**src/hdl/ntps_pkg.sv**
```systemverilog
// Shared types, widths and constants of the nearest-target steering unit.
// Used by every module of the block; depends on nothing.
package ntps_pkg;

  localparam int unsigned RANGE_W    = 16;
  localparam int unsigned GAIN_W     = 16;
  localparam int unsigned ANG_IN_W   = 23;
  localparam int unsigned STEP_W     = 16;
  localparam int unsigned LIN_W      = 21;
  localparam int unsigned TURN_W     = 28;
  localparam int unsigned ANG_W      = 25;
  localparam int unsigned CQ_W       = 34;
  localparam int unsigned COS_W      = 32;
  localparam int unsigned MUL_A_W    = 37;
  localparam int unsigned MUL_B_W    = 17;
  localparam int unsigned PROD_W     = 54;
  localparam int unsigned CFG_IDX_W  = 2;
  localparam int unsigned CFG_DATA_W = 32;
  localparam int unsigned ATAN_IDX_W = 5;
  localparam int unsigned Z_SHIFT    = 10;
  localparam int unsigned OUT_DATA_W = ((LIN_W + TURN_W + 7) / 8) * 8;

  localparam int unsigned MAX_BEAMS_DEF    = 1024;
  localparam int unsigned CORDIC_STEPS_DEF = 16;

  // Angles in 2^-20 rad.
  localparam logic signed [ANG_W-1:0] ANG_PI      = 25'sd3294199;
  localparam logic signed [ANG_W-1:0] ANG_TWO_PI  = 25'sd6588397;
  localparam logic signed [ANG_W-1:0] ANG_HALF_PI = 25'sd1647099;
  localparam logic signed [ANG_W-1:0] ANG_LIMIT   = 25'sd8388608;

  // CORDIC start value 0.60725... in Q2.30.
  localparam logic signed [CQ_W-1:0] CORDIC_K = 34'sd652032874;

  localparam logic signed [LIN_W-1:0]  LIN_LIMIT  = 21'sd1048575;
  localparam logic signed [TURN_W-1:0] TURN_LIMIT = 28'sd134217727;

  localparam logic [GAIN_W-1:0]            GAIN_RST  = 16'd4096;
  localparam logic [RANGE_W-1:0]           STOP_RST  = 16'd10;
  localparam logic signed [ANG_IN_W-1:0]   START_RST = -23'sd3294199;
  localparam logic [STEP_W-1:0]            STEP_RST  = 16'd6588;

  typedef enum logic [CFG_IDX_W-1:0] {
    REG_GAIN  = 2'd0,
    REG_STOP  = 2'd1,
    REG_START = 2'd2,
    REG_STEP  = 2'd3
  } cfg_reg_e;

  // Handshake between the sequencer and the CORDIC unit.
  typedef struct packed {
    logic start;
  } cordic_req_t;

  typedef struct packed {
    logic done;
  } cordic_rsp_t;

  // atan(2^-k) in Q2.30.
  function automatic logic [31:0] atan_q30(input logic [ATAN_IDX_W-1:0] k);
    logic [31:0] v;
    unique case (k)
      5'd0:    v = 32'd843314857;
      5'd1:    v = 32'd497837830;
      5'd2:    v = 32'd263043837;
      5'd3:    v = 32'd133525159;
      5'd4:    v = 32'd67021687;
      5'd5:    v = 32'd33543516;
      5'd6:    v = 32'd16775851;
      5'd7:    v = 32'd8388437;
      5'd8:    v = 32'd4194283;
      5'd9:    v = 32'd2097149;
      5'd10:   v = 32'd1048576;
      5'd11:   v = 32'd524288;
      5'd12:   v = 32'd262144;
      5'd13:   v = 32'd131072;
      5'd14:   v = 32'd65536;
      5'd15:   v = 32'd32768;
      5'd16:   v = 32'd16384;
      5'd17:   v = 32'd8192;
      5'd18:   v = 32'd4096;
      5'd19:   v = 32'd2048;
      5'd20:   v = 32'd1024;
      5'd21:   v = 32'd512;
      5'd22:   v = 32'd256;
      5'd23:   v = 32'd128;
      default: v = '0;
    endcase
    return v;
  endfunction

endpackage

```
**src/hdl/nearest_target_p_steering_unit.sv**
```systemverilog
// Top level of the nearest-target steering unit: stream ports, registers and the sequencer.
// Depends on ntps_pkg, ntps_track, ntps_mul and ntps_cordic.

// Range samples stream in on the slave side, one beam per cycle while tready is high;
// a beam that is not the last of its scan leaves s_axis_tready high. The beam marked tlast
// closes the scan: the sequencer then forms the beam angle, folds it, runs CORDIC_STEPS
// cosine rotations in the one-rotation-per-cycle CORDIC loop and four products through one
// shared multiplier, with s_axis_tready low until it is done (when the nearest range is at or
// below the stop threshold it forms only the angle product and skips the rest), and longer
// while the output register still holds a result that has not been taken. One result per
// scan leaves through an output register; tuser is high when the unit commands a stop,
// and both speeds are then zero. Configuration writes are always taken and should only
// be issued while no scan is being finished.
module nearest_target_p_steering_unit #(
  parameter int unsigned MAX_BEAMS    = ntps_pkg::MAX_BEAMS_DEF,
  parameter int unsigned CORDIC_STEPS = ntps_pkg::CORDIC_STEPS_DEF
) (
  input  logic                                clk_i,
  input  logic                                rst_ni,
  // Slave stream; tdata: range_sample[15:0]. tlast: scan_end.
  input  logic                                s_axis_tvalid,
  output logic                                s_axis_tready,
  input  logic [ntps_pkg::RANGE_W-1:0]        s_axis_tdata,
  input  logic                                s_axis_tlast,
  // Master stream; tdata: linear_speed[20:0], turn_rate[48:21], zero fill[55:49].
  output logic                                m_axis_tvalid,
  input  logic                                m_axis_tready,
  output logic [ntps_pkg::OUT_DATA_W-1:0]     m_axis_tdata,
  // tuser: stopped.
  output logic                                m_axis_tuser,
  // Register write channel.
  input  logic                                cfg_valid_i,
  output logic                                cfg_ready_o,
  input  logic [ntps_pkg::CFG_IDX_W-1:0]      cfg_index_i,
  input  logic [ntps_pkg::CFG_DATA_W-1:0]     cfg_data_i
);
  import ntps_pkg::*;

  localparam int unsigned IDX_W   = $clog2(MAX_BEAMS);
  localparam int unsigned SUM_W   = 36;
  localparam int unsigned FOLD_W  = ANG_W + 1;
  localparam int unsigned LIN_LSB = 18;
  localparam int unsigned T1_LSB  = 12;
  localparam int unsigned TRN_LSB = 12;
  localparam int unsigned PAD_W   = OUT_DATA_W - LIN_W - TURN_W;

  typedef enum logic [10:0] {
    S_IDLE  = 11'b00000000001,
    S_ANGLE = 11'b00000000010,
    S_CLAMP = 11'b00000000100,
    S_FOLD  = 11'b00000001000,
    S_QUAD  = 11'b00000010000,
    S_ROT   = 11'b00000100000,
    S_COS   = 11'b00001000000,
    S_LIN1  = 11'b00010000000,
    S_LIN2  = 11'b00100000000,
    S_TURN  = 11'b01000000000,
    S_DONE  = 11'b10000000000
  } state_e;

  localparam logic signed [SUM_W-1:0]  SUM_LIMIT = SUM_W'(ANG_LIMIT);
  localparam logic signed [FOLD_W-1:0] PI_X      = FOLD_W'(ANG_PI);
  localparam logic signed [FOLD_W-1:0] TWO_PI_X  = FOLD_W'(ANG_TWO_PI);

  state_e state_q, state_d;

  // Configuration registers.
  logic [GAIN_W-1:0]          gain_q;
  logic [RANGE_W-1:0]         thresh_q;
  logic signed [ANG_IN_W-1:0] start_q;
  logic [STEP_W-1:0]          step_q;

  // Scan summary and intermediate results.
  logic [RANGE_W-1:0]       scan_range_q;
  logic [IDX_W-1:0]         scan_index_q;
  logic                     stop_q;
  logic signed [ANG_W-1:0]  ang_q, ang_d;
  logic signed [ANG_W-1:0]  fold_q, fold_d;
  logic                     neg_q, neg_d;
  logic signed [COS_W-1:0]  cos_q;
  logic signed [LIN_W-1:0]  lin_q, lin_d;
  logic signed [TURN_W-1:0] turn_d;

  logic [RANGE_W-1:0] trk_range;
  logic [IDX_W-1:0]   trk_index;
  logic               in_xfer;
  logic               stop_d;

  logic                      mul_en;
  logic signed [MUL_A_W-1:0] mul_a;
  logic signed [MUL_B_W-1:0] mul_b;
  logic signed [PROD_W-1:0]  prod;

  cordic_req_t            cord_req;
  cordic_rsp_t            cord_rsp;
  logic signed [CQ_W-1:0] cord_z0, cord_x;

  logic signed [SUM_W-1:0]  ang_sum;
  logic signed [FOLD_W-1:0] fold_tmp;
  logic signed [ANG_W-1:0]  abs_a, quad_a;
  logic signed [PROD_W-LIN_LSB-1:0] lin_raw;
  logic signed [PROD_W-TRN_LSB-1:0] turn_raw;

  logic                  out_valid_q;
  logic [OUT_DATA_W-1:0] out_data_q;
  logic                  out_user_q;
  logic                  out_free;
  logic                  out_load;

  assign s_axis_tready = (state_q == S_IDLE);
  assign in_xfer       = s_axis_tvalid && s_axis_tready;
  assign cfg_ready_o   = 1'b1;

  ntps_track #(
    .MAX_BEAMS(MAX_BEAMS)
  ) u_track (
    .clk_i       (clk_i),
    .rst_ni      (rst_ni),
    .accept_i    (in_xfer),
    .last_i      (s_axis_tlast),
    .range_i     (s_axis_tdata),
    .best_range_o(trk_range),
    .best_index_o(trk_index)
  );

  ntps_mul u_mul (
    .clk_i (clk_i),
    .en_i  (mul_en),
    .a_i   (mul_a),
    .b_i   (mul_b),
    .prod_o(prod)
  );

  ntps_cordic #(
    .CORDIC_STEPS(CORDIC_STEPS)
  ) u_cordic (
    .clk_i (clk_i),
    .rst_ni(rst_ni),
    .req_i (cord_req),
    .z0_i  (cord_z0),
    .rsp_o (cord_rsp),
    .x_o   (cord_x)
  );

  // Register writes.
  always_ff @(posedge clk_i or negedge rst_ni) begin
    if (!rst_ni) begin
      gain_q   <= GAIN_RST;
      thresh_q <= STOP_RST;
      start_q  <= START_RST;
      step_q   <= STEP_RST;
    end else if (cfg_valid_i && cfg_ready_o) begin
      unique case (cfg_reg_e'(cfg_index_i))
        REG_GAIN:  gain_q   <= cfg_data_i[GAIN_W-1:0];
        REG_STOP:  thresh_q <= cfg_data_i[RANGE_W-1:0];
        REG_START: start_q  <= cfg_data_i[ANG_IN_W-1:0];
        REG_STEP:  step_q   <= cfg_data_i[STEP_W-1:0];
      endcase
    end
  end

  // Shared multiplier operand selection.
  always_comb begin
    mul_en = 1'b0;
    mul_a  = '0;
    mul_b  = '0;
    unique case (state_q)
      S_ANGLE: begin
        mul_en = 1'b1;
        mul_a  = MUL_A_W'(scan_index_q);
        mul_b  = MUL_B_W'(step_q);
      end
      S_LIN1: begin
        mul_en = 1'b1;
        mul_a  = MUL_A_W'(cos_q);
        mul_b  = MUL_B_W'(scan_range_q);
      end
      S_LIN2: begin
        mul_en = 1'b1;
        mul_a  = prod[MUL_A_W+T1_LSB-1:T1_LSB];
        mul_b  = MUL_B_W'(gain_q);
      end
      S_TURN: begin
        mul_en = 1'b1;
        mul_a  = MUL_A_W'(ang_q);
        mul_b  = MUL_B_W'(gain_q);
      end
      default: begin
      end
    endcase
  end

  // Beam angle with saturation to +/-8 rad, and the stop decision.
  always_comb begin
    ang_sum = SUM_W'(start_q) + SUM_W'(prod[SUM_W-2:0]);
    if (ang_sum > SUM_LIMIT) begin
      ang_d = ANG_LIMIT;
    end else if (ang_sum < -SUM_LIMIT) begin
      ang_d = -ANG_LIMIT;
    end else begin
      ang_d = ang_sum[ANG_W-1:0];
    end
    stop_d = (scan_range_q <= thresh_q);
  end

  // Fold into [-pi, pi]; three passes cover the whole saturated range.
  always_comb begin
    fold_tmp = FOLD_W'(ang_q);
    for (int i = 0; i < 3; i++) begin
      if (fold_tmp > PI_X) begin
        fold_tmp = fold_tmp - TWO_PI_X;
      end else if (fold_tmp < -PI_X) begin
        fold_tmp = fold_tmp + TWO_PI_X;
      end
    end
    fold_d = fold_tmp[ANG_W-1:0];
  end

  // Reflect into [0, pi/2]; the cosine changes sign when the angle lies past pi/2.
  always_comb begin
    abs_a = (fold_q < 0) ? -fold_q : fold_q;
    neg_d = 1'b0;
    quad_a = abs_a;
    if (abs_a > ANG_HALF_PI) begin
      quad_a = ANG_PI - abs_a;
      neg_d  = 1'b1;
    end
    cord_z0        = CQ_W'(quad_a) <<< Z_SHIFT;
    cord_req.start = (state_q == S_QUAD);
  end

  // Saturation of the two commands.
  always_comb begin
    lin_raw  = prod[PROD_W-1:LIN_LSB];
    turn_raw = prod[PROD_W-1:TRN_LSB];
    if (lin_raw > (PROD_W-LIN_LSB)'(LIN_LIMIT)) begin
      lin_d = LIN_LIMIT;
    end else if (lin_raw < -(PROD_W-LIN_LSB)'(LIN_LIMIT)) begin
      lin_d = -LIN_LIMIT;
    end else begin
      lin_d = lin_raw[LIN_W-1:0];
    end
    if (turn_raw > (PROD_W-TRN_LSB)'(TURN_LIMIT)) begin
      turn_d = TURN_LIMIT;
    end else if (turn_raw < -(PROD_W-TRN_LSB)'(TURN_LIMIT)) begin
      turn_d = -TURN_LIMIT;
    end else begin
      turn_d = turn_raw[TURN_W-1:0];
    end
  end

  assign out_free = !out_valid_q || m_axis_tready;
  assign out_load = (state_q == S_DONE) && out_free;

  // Sequencer.
  always_comb begin
    state_d = state_q;
    unique case (state_q)
      S_IDLE:  if (in_xfer && s_axis_tlast) state_d = S_ANGLE;
      S_ANGLE: state_d = S_CLAMP;
      S_CLAMP: state_d = stop_d ? S_DONE : S_FOLD;
      S_FOLD:  state_d = S_QUAD;
      S_QUAD:  state_d = S_ROT;
      S_ROT:   if (cord_rsp.done) state_d = S_COS;
      S_COS:   state_d = S_LIN1;
      S_LIN1:  state_d = S_LIN2;
      S_LIN2:  state_d = S_TURN;
      S_TURN:  state_d = S_DONE;
      S_DONE:  if (out_free) state_d = S_IDLE;
      default: state_d = S_IDLE;
    endcase
  end

  always_ff @(posedge clk_i or negedge rst_ni) begin
    if (!rst_ni) begin
      state_q <= S_IDLE;
    end else begin
      state_q <= state_d;
    end
  end

  always_ff @(posedge clk_i) begin
    if (in_xfer && s_axis_tlast) begin
      scan_range_q <= trk_range;
      scan_index_q <= trk_index;
    end
    if (state_q == S_CLAMP) begin
      ang_q  <= ang_d;
      stop_q <= stop_d;
    end
    if (state_q == S_FOLD) begin
      fold_q <= fold_d;
    end
    if (state_q == S_QUAD) begin
      neg_q <= neg_d;
    end
    if (state_q == S_COS) begin
      cos_q <= neg_q ? COS_W'(-cord_x) : COS_W'(cord_x);
    end
    if (state_q == S_TURN) begin
      lin_q <= lin_d;
    end
  end

  // Output register.
  always_ff @(posedge clk_i or negedge rst_ni) begin
    if (!rst_ni) begin
      out_valid_q <= 1'b0;
    end else if (out_load) begin
      out_valid_q <= 1'b1;
    end else if (m_axis_tready) begin
      out_valid_q <= 1'b0;
    end
  end

  always_ff @(posedge clk_i) begin
    if (out_load) begin
      out_user_q <= stop_q;
      if (stop_q) begin
        out_data_q <= '0;
      end else begin
        out_data_q <= {{PAD_W{1'b0}}, turn_d, lin_q};
      end
    end
  end

  assign m_axis_tvalid = out_valid_q;
  assign m_axis_tdata  = out_data_q;
  assign m_axis_tuser  = out_user_q;

  // A CORDIC result only arrives while the sequencer waits for it.
  assert property (@(posedge clk_i) disable iff (!rst_ni)
    cord_rsp.done |-> (state_q == S_ROT))
    else $error("CORDIC finished outside the rotation state");

  // A stop result carries zero speeds.
  assert property (@(posedge clk_i) disable iff (!rst_ni)
    (m_axis_tvalid && m_axis_tuser) |-> (m_axis_tdata == '0))
    else $error("stop result with nonzero speed");

  // A new result only appears after the sequencer finished a scan.
  assert property (@(posedge clk_i) disable iff (!rst_ni)
    $rose(out_valid_q) |-> $past(state_q == S_DONE))
    else $error("result presented without a finished scan");

endmodule

```
**src/hdl/ntps_track.sv**
```systemverilog
// Running minimum of the range samples of one scan and the beam index where it occurs.
// Depends on ntps_pkg.
module ntps_track #(
  parameter int unsigned MAX_BEAMS = ntps_pkg::MAX_BEAMS_DEF,
  localparam int unsigned IDX_W = $clog2(MAX_BEAMS)
) (
  input  logic                         clk_i,
  input  logic                         rst_ni,
  input  logic                         accept_i,
  input  logic                         last_i,
  input  logic [ntps_pkg::RANGE_W-1:0] range_i,
  output logic [ntps_pkg::RANGE_W-1:0] best_range_o,
  output logic [IDX_W-1:0]             best_index_o
);
  import ntps_pkg::*;

  localparam int unsigned CNT_W = $clog2(MAX_BEAMS + 1);

  logic [RANGE_W-1:0] best_range_q, best_range_d;
  logic [IDX_W-1:0]   best_index_q, best_index_d;
  logic [CNT_W-1:0]   count_q, count_d;

  always_comb begin
    best_range_d = best_range_q;
    best_index_d = best_index_q;
    count_d      = count_q;
    // Beams past the limit are ignored; an equal range keeps the earlier beam.
    if (count_q < CNT_W'(MAX_BEAMS)) begin
      if (range_i < best_range_q) begin
        best_range_d = range_i;
        best_index_d = count_q[IDX_W-1:0];
      end
      count_d = count_q + CNT_W'(1);
    end
  end

  assign best_range_o = best_range_d;
  assign best_index_o = best_index_d;

  always_ff @(posedge clk_i or negedge rst_ni) begin
    if (!rst_ni) begin
      best_range_q <= '1;
      best_index_q <= '0;
      count_q      <= '0;
    end else if (accept_i) begin
      if (last_i) begin
        best_range_q <= '1;
        best_index_q <= '0;
        count_q      <= '0;
      end else begin
        best_range_q <= best_range_d;
        best_index_q <= best_index_d;
        count_q      <= count_d;
      end
    end
  end

endmodule

```
**src/hdl/ntps_mul.sv**
```systemverilog
// Shared signed multiplier with a registered product, used for every product of a scan.
// Depends on ntps_pkg.
module ntps_mul (
  input  logic                               clk_i,
  input  logic                               en_i,
  input  logic signed [ntps_pkg::MUL_A_W-1:0] a_i,
  input  logic signed [ntps_pkg::MUL_B_W-1:0] b_i,
  output logic signed [ntps_pkg::PROD_W-1:0]  prod_o
);
  import ntps_pkg::*;

  logic signed [PROD_W-1:0] prod_q;

  always_ff @(posedge clk_i) begin
    if (en_i) begin
      prod_q <= PROD_W'(a_i) * PROD_W'(b_i);
    end
  end

  assign prod_o = prod_q;

endmodule

```
**src/hdl/ntps_cordic.sv**
```systemverilog
// Iterative rotation-mode CORDIC: one micro-rotation per cycle, x gives the cosine in Q2.30.
// Depends on ntps_pkg.
module ntps_cordic #(
  parameter int unsigned CORDIC_STEPS = ntps_pkg::CORDIC_STEPS_DEF
) (
  input  logic                             clk_i,
  input  logic                             rst_ni,
  input  ntps_pkg::cordic_req_t            req_i,
  input  logic signed [ntps_pkg::CQ_W-1:0] z0_i,
  output ntps_pkg::cordic_rsp_t            rsp_o,
  output logic signed [ntps_pkg::CQ_W-1:0] x_o
);
  import ntps_pkg::*;

  localparam int unsigned K_W = $clog2(CORDIC_STEPS);

  logic signed [CQ_W-1:0] x_q, y_q, z_q;
  logic signed [CQ_W-1:0] dx, dy, at;
  logic [K_W-1:0]         k_q;
  logic                   run_q, done_q;
  logic                   last_step;

  assign dx        = y_q >>> k_q;
  assign dy        = x_q >>> k_q;
  assign at        = CQ_W'(atan_q30(ATAN_IDX_W'(k_q)));
  assign last_step = (k_q == K_W'(CORDIC_STEPS - 1));

  always_ff @(posedge clk_i or negedge rst_ni) begin
    if (!rst_ni) begin
      run_q  <= 1'b0;
      done_q <= 1'b0;
      k_q    <= '0;
    end else begin
      done_q <= 1'b0;
      if (req_i.start) begin
        run_q <= 1'b1;
        k_q   <= '0;
      end else if (run_q) begin
        k_q <= k_q + K_W'(1);
        if (last_step) begin
          run_q  <= 1'b0;
          done_q <= 1'b1;
        end
      end
    end
  end

  always_ff @(posedge clk_i) begin
    if (req_i.start) begin
      x_q <= CORDIC_K;
      y_q <= '0;
      z_q <= z0_i;
    end else if (run_q) begin
      if (z_q >= 0) begin
        x_q <= x_q - dx;
        y_q <= y_q + dy;
        z_q <= z_q - at;
      end else begin
        x_q <= x_q + dx;
        y_q <= y_q - dy;
        z_q <= z_q + at;
      end
    end
  end

  assign rsp_o.done = done_q;
  assign x_o        = x_q;

endmodule

```
**config.mk**
```make
export PLATFORM = sky130hd
export DESIGN_NAME = nearest_target_p_steering_unit
export DESIGN_NICKNAME = d
export VERILOG_FILES = /design/src/hdl/ntps_pkg.sv /design/src/hdl/nearest_target_p_steering_unit.sv /design/src/hdl/ntps_track.sv /design/src/hdl/ntps_mul.sv /design/src/hdl/ntps_cordic.sv
export SDC_FILE = /design/constraint.sdc
export NUM_CORES = 2
export LEC_CHECK = 0
export ABC_AREA = 1
export BUFFER_PORTS_ARGS = -buffer_cell sky130_fd_sc_hd__buf_2
export CELL_PAD_IN_SITES_DETAIL_PLACEMENT = 0
export CELL_PAD_IN_SITES_GLOBAL_PLACEMENT = 1
export CORE_ASPECT_RATIO = 1.25
export CORE_UTILIZATION = 41
export CTS_CLUSTER_DIAMETER = 200
export DETAILED_ROUTE_END_ITERATION = 8
export PLACE_DENSITY = 0.75
export SLEW_MARGIN = 30
export SYNTH_ARGS = -nofsm -noshare
export SYNTH_HDL_FRONTEND = slang
export SYNTH_SLANG_ARGS = --single-unit
```
**constraint.sdc**
```tcl
create_clock -name clk_i -period 13.41 [get_ports clk_i]
set_clock_uncertainty 0.05 [all_clocks]
set_input_delay 2.0115 -clock clk_i [delete_from_list [all_inputs] [get_ports clk_i]]
set_output_delay 2.0115 -clock clk_i [all_outputs]
set_load 0.01 [all_outputs]
```
# Word-level counts from Yosys, hierarchy flattened
# Memories as Yosys holds them, arrays and structs flattened.
# Index checks and enable logic that the tools add are counted.
# totals
mem_bits_ro,480
input_bits,56
word_cells,154
memories,1
ff_bits,470
# op_classes
order_cmp,18
multipliers,1
n_mux,45
reduce_logical,20
addsub,18
eq_ne,18
n_shift,2
# mem_list
memory,words,word_bits,rd,rd_clocked_by_memory_dff,write_ports,line,rtl
(name not given),16,30,1,0,0,ntps_pkg.sv:62,unique case (k)
# ops
op,count
$mux W34,5
$pmux W37 S4,1
$pmux W11 S11,1
$mux W26,4
$mux W25,4
$add A34 B34 Y34,2
$sshr A34 B4 Y34,2
$sub A34 B34 Y34,2
$mux W11,6
$mul A37 B17 Y54,1
$gt A26 B23 Y1 const B,2
$lt A26 B23 Y1 const B,2
$mux W16,3
$pmux W16 S3,1
$gt A42 B28 Y1 const B,1
$lt A42 B28 Y1 const B,1
$add A36 B35 Y36,1
$gt A36 B21 Y1 const B,1
$gt A36 B25 Y1 const B,1
$lt A36 B21 Y1 const B,1
$lt A36 B24 Y1 const B,1
$add A34 B33 Y34,1
$ge A34 B1 Y1 const B,1
$sub A34 B33 Y34,1
other kinds (51),76

# Logic depth before layout (Yosys ltp)
# logic_depth
depth_word,9
mapped_depth,48
mapped_depth_nobuf,45

# Hierarchy
# From an unflattened synthesis, not the netlist that was laid out.
# unflattened
hier_cells,9703
area_unflattened_um2,66219.8
# by_module_without_submodules
mod,n_inst,area_each_um2,cells_each
ntps_mul,1,25261.7,3329
nearest_target_p_steering_unit,1,23083.4,3384
ntps_cordic,1,15341.0,2642
ntps_track,1,2533.7,348

# Worst setup path after synthesis
# OpenSTA, ideal clock, no wires.
# synth_path
kind,flip-flop to flip-flop
startpoint,register state_q[4]
endpoint,"register u_mul.prod_q[51], in the netlist u_mul.prod_o[51], data pin"
t_arrival_ns,10.684
setup_time_ns,0.262
period_less_slack_ns,10.996
slack_ns,2.414
path_stages_with_launch,39
cell_sequence,dfrtp_1 > nor2_1 > inv_1 > nor2_1 > inv_1 > nor2_1 > inv_1 > nor4_1 > nor2_1 > clkinv_1 > clkbuf_1 > a21oi_1 > inv_1 > clkbuf_1 > nand2_1 > fa_1 > fa_1 > fa_1 > (+3 left out) > inv_1 > fa_1 > inv_1 > ha_1 > nand2_1 > o21ai_0 > a21oi_1 > o21ai_0 > a21boi_0 > o21ai_0 > a21boi_0 > o21ai_0 > a21oi_1 > o21ai_0 > a21boi_0 > o21ai_0 > a21oi_1 > xor2_1
# synth_between
elab_chain_cells,4
# synth_lines
element,line,rtl
from (decl),nearest_target_p_steering_unit.sv:65,"state_e state_q, state_d;"
from (signal assigned),nearest_target_p_steering_unit.sv:278,state_q <= state_d;
$eq A11 B10 Y1 or $eq A11 B9 Y1 (tied branches),nearest_target_p_steering_unit.sv:167,unique case (state_q)
$reduce_or A2 Y1 (no source line),n/a,
$pmux W16 S3,nearest_target_p_steering_unit.sv:167,
$mul A37 B17 Y54 (*),ntps_mul.sv:16,prod_q <= PROD_W'(a_i) * PROD_W'(b_i);
to (signal assigned),ntps_mul.sv:16,
to (decl),ntps_mul.sv:12,logic signed [PROD_W-1:0] prod_q;
# Mark *: on every way between the ends. The rest lies on a longest branch, timed or not.
# A chain may end at the register's enable or synchronous reset.

# Worst setup path after layout
# layout_path
startpoint,register state_q[3]
endpoint,"register u_mul.prod_q[51], in the netlist u_mul.prod_o[51], data pin"
# The elaborated chain is that of the path after synthesis.

==> results.yml <==
synthesis:
  netlist.area_leader.share_pct: 19.2
  syn-instance-count: 8064
  synth_top_area_cell: "fa_1"
  synthFlopType: "edfxtp_1"
  avgSynthCellArea_um2: 7.29
  async_flop_share_pct: 27.2
  synthTopCellsByArea: "fa_1 19%, edfxtp_1 13%, nand2_1 13%, inv_1 8.8%, ha_1 6.6%"
  yosysSeqAreaShare_pct: 21.3
  syn_area_um2: 58800
  synth-edff-count: 259
  ys_ff_latch: 463
  ys.warnings.count: 0
  synth_cell_type_count: 71
global_routing:
  antenna_found_initial: 2
  grt_start_max_net_pins: 78
  grt_overflow: 0
  grt_pass1_wl_mm: 307
  grtUsageTotal_pct: 27.0
  grt_pass1_vias: 53753
floorplan:
  die_h_um: 425
  initial_core_util_pct: 41.3
  fp.dieArea_um2: 145000
  io_pins: 116
  die_w_um: 341
  rows: 155
  core_area_um2: 143000
critical_path:
  cp_num_buf_inv: 11
  critical_path_arrival_ps: 11810
  crit_path_start_kind: "register"
  cp_slowest_cell: "inv_2"
  worstPathRequired_ps: 13800
  slowest_delay_ps: 630
  crit_fanout: 28
  endpoint_kind: "register"
  critical_path_class: "register to register"
  path_delay_family: "compound AO/OA/AOI/OAI gates"
clock_network:
  cts_root_buf: "clkbuf_16"
  cts_setup_buffers: 0
  clock_sinks: 463
  numCtsBuffers: 55
  cts_tree: "done"
  path_clk_slew_ps: 70
  cts_resized: 0
  clock_latency_ps: 700
  clk_path_buf_depth: 3
  cts-hold-fix-buffers: 0
  htree_levels: 2
pwr:
  p_int_mw: 4.30
  total_power_mw: 8.11
  power.density_nw_per_um2: 129
  switching_share_pct: 47.0
  leakage_nw: 30.7
  peakVddDrop_uv: 134
  combPwrFrac_pct: 55.3
  netSwitchingPower_mw: 3.82
  p_seq_share_pct: 24.8
  clkPwrFrac_pct: 19.9
min_path:
  min_path_type: "register to register"
sta:
  finalMaxSlewViolations: 0
  setup_viol: 0
  slew_headroom_pct: 41.4
  min_period_over_period_pct: 85.2
  finalSetupTns_ps: 0
  fmax_mhz: 87.6
  hold_violations: 0
  setup_ws_ps: 1990
  whs_ps: 417
  rsz0062_at_grt: "false"
  max_slew.worst_pin.slew_ps: 878
  fin_crit_ps: 11420
place:
  gp_congestion: 0.945
  dp_hpwl_mm: 154
  place_ws_ps: 2010
  dp_cells: 9857
  place.port_buffers: 98
final_layout:
  area_delta_synth_final_pct: 7.28
  num-nets-final: 8960
  final-instance-count-excl-fill: 9962
  final_common_cell: "nand2_1"
  final_cell_mix: "1,972 x nand2_1, 1,364 x inv_1, 803 x nor2_1, 563 x fa_1, 496 x o21ai_0"
  drive_above_1_share_pct: 6.20
  fillers: 14693
routing:
  drtIter0Drc: 3911
  vias_per_cell: 5.31
  wire_per_inst_um: 19.5
  drt-total-wl_mm: 195
  ant_nets: 0
  via_count: 52941
  drc: 0
  first_pass_iters: 6
outcome:
  status: "completed"
job:
  maxCapViolations: 0
[through the flow]
step / utilization (%) / instance area, µm²
2_1_floorplan: - / 58800
3_3_place_gp: 42.9 / 61200
3_5_place_dp: 42.9 / 61200
4_1_cts: 44.3 / 63100
5_1_grt: 44.3 / 63100
6_report: 44.3 / 63100
[state kept, by name, indices dropped and copies added, names as in the netlist, 21 cells and up]
register,count
fold_q,25
u_cordic.x_o,34
ang_q,25
u_mul.prod_o,54
u_cordic.y_q,34
start_q,23
lin_q,21
cos_q,32
u_cordic.z_q,34
m_axis_tdata,49
[cells by family after synthesis]
| group | synth area share, % |
|---|---|
| xor gates and xnor gates | 5.06 |
| muxes | 0.951 |
| AOI/OAI and AO/OA | 11.6 |
| adders and majority gates | 25.8 |
| other | 0.0128 |
| buffers and inverters | 11.3 |
| DFF | 21.3 |
| and+or+nand+nor | 23.9 |
[synthesized netlist by cell type (79+ instances only)]
cell type	count
inv_1	1373
nor2_1	807
nor3_1	79
dfrtp_1	87
nand2_1	1975
fa_1	563
xor2_1	237
nand3_1	292
nand4_1	104
clkbuf_1	194
edfxtp_1	259
o21ai_0	496
xnor2_1	103
a21oi_1	407
ha_1	311
[per-layer routing]
| metal | GRT usage (%) | routed length (µm) |
|---|---|---|
| met4 | 9.25 | 7060 |
| met3 | 2.59 | 9340 |
| met1 | 34.9 | 83500 |
| met5 | 0 | 13 |
| met2 | 47.1 | 94800 |
[worst min-delay path, stage by stage, from the launching register on]
cell and delay (ps):
dfxtp_1 330, nand2_1 50, o21ai_0 60
[power by group through the flow]
stage | Clock (mW) | Combinational [mW] | Sequential (mW)
global route | 1.69 | 5.06 | 2.04
floorplan | 0 | 3.43 | 1.93
finish | 1.61 | 4.49 | 2.01
CTS | 1.65 | 4.48 | 2.01
detailed placement | 0 | 4.46 | 2.04
global placement | 0 | 4.42 | 2.04
[worst paths after layout]
check                                 from  cells after the start                       to  slack (ps)
min                        u_cordic.z_q[4]                      2          u_cordic.z_q[4]         420
max                             state_q[3]                     39         u_mul.prod_o[51]        1990
min in group asynchronous           rst_ni                      1  u_track.best_index_q[7]        1260
max in group asynchronous           rst_ni                      2              start_q[21]       10670
min reg2reg                u_cordic.z_q[4]                      2          u_cordic.z_q[4]         420
max reg2reg                     state_q[3]                     39         u_mul.prod_o[51]        1990
[layout make-up]
type / instances / area, µm² / area share (%)
clock buffers: 66 / 1460 / 2.31
flip-flops and latches: 463 / 12500 / 19.9
repair buffers: 192 / 1200 / 1.91
well taps: 1884 / 2360 / 3.74
inverters: 1416 / 5320 / 8.43
diodes: 1 / 2.50 / 0.00397
multi-input cells: 5902 / 39800 / 63.0
clock inverters: 38 / 433 / 0.686
Power figures use the tool's default switching activity.
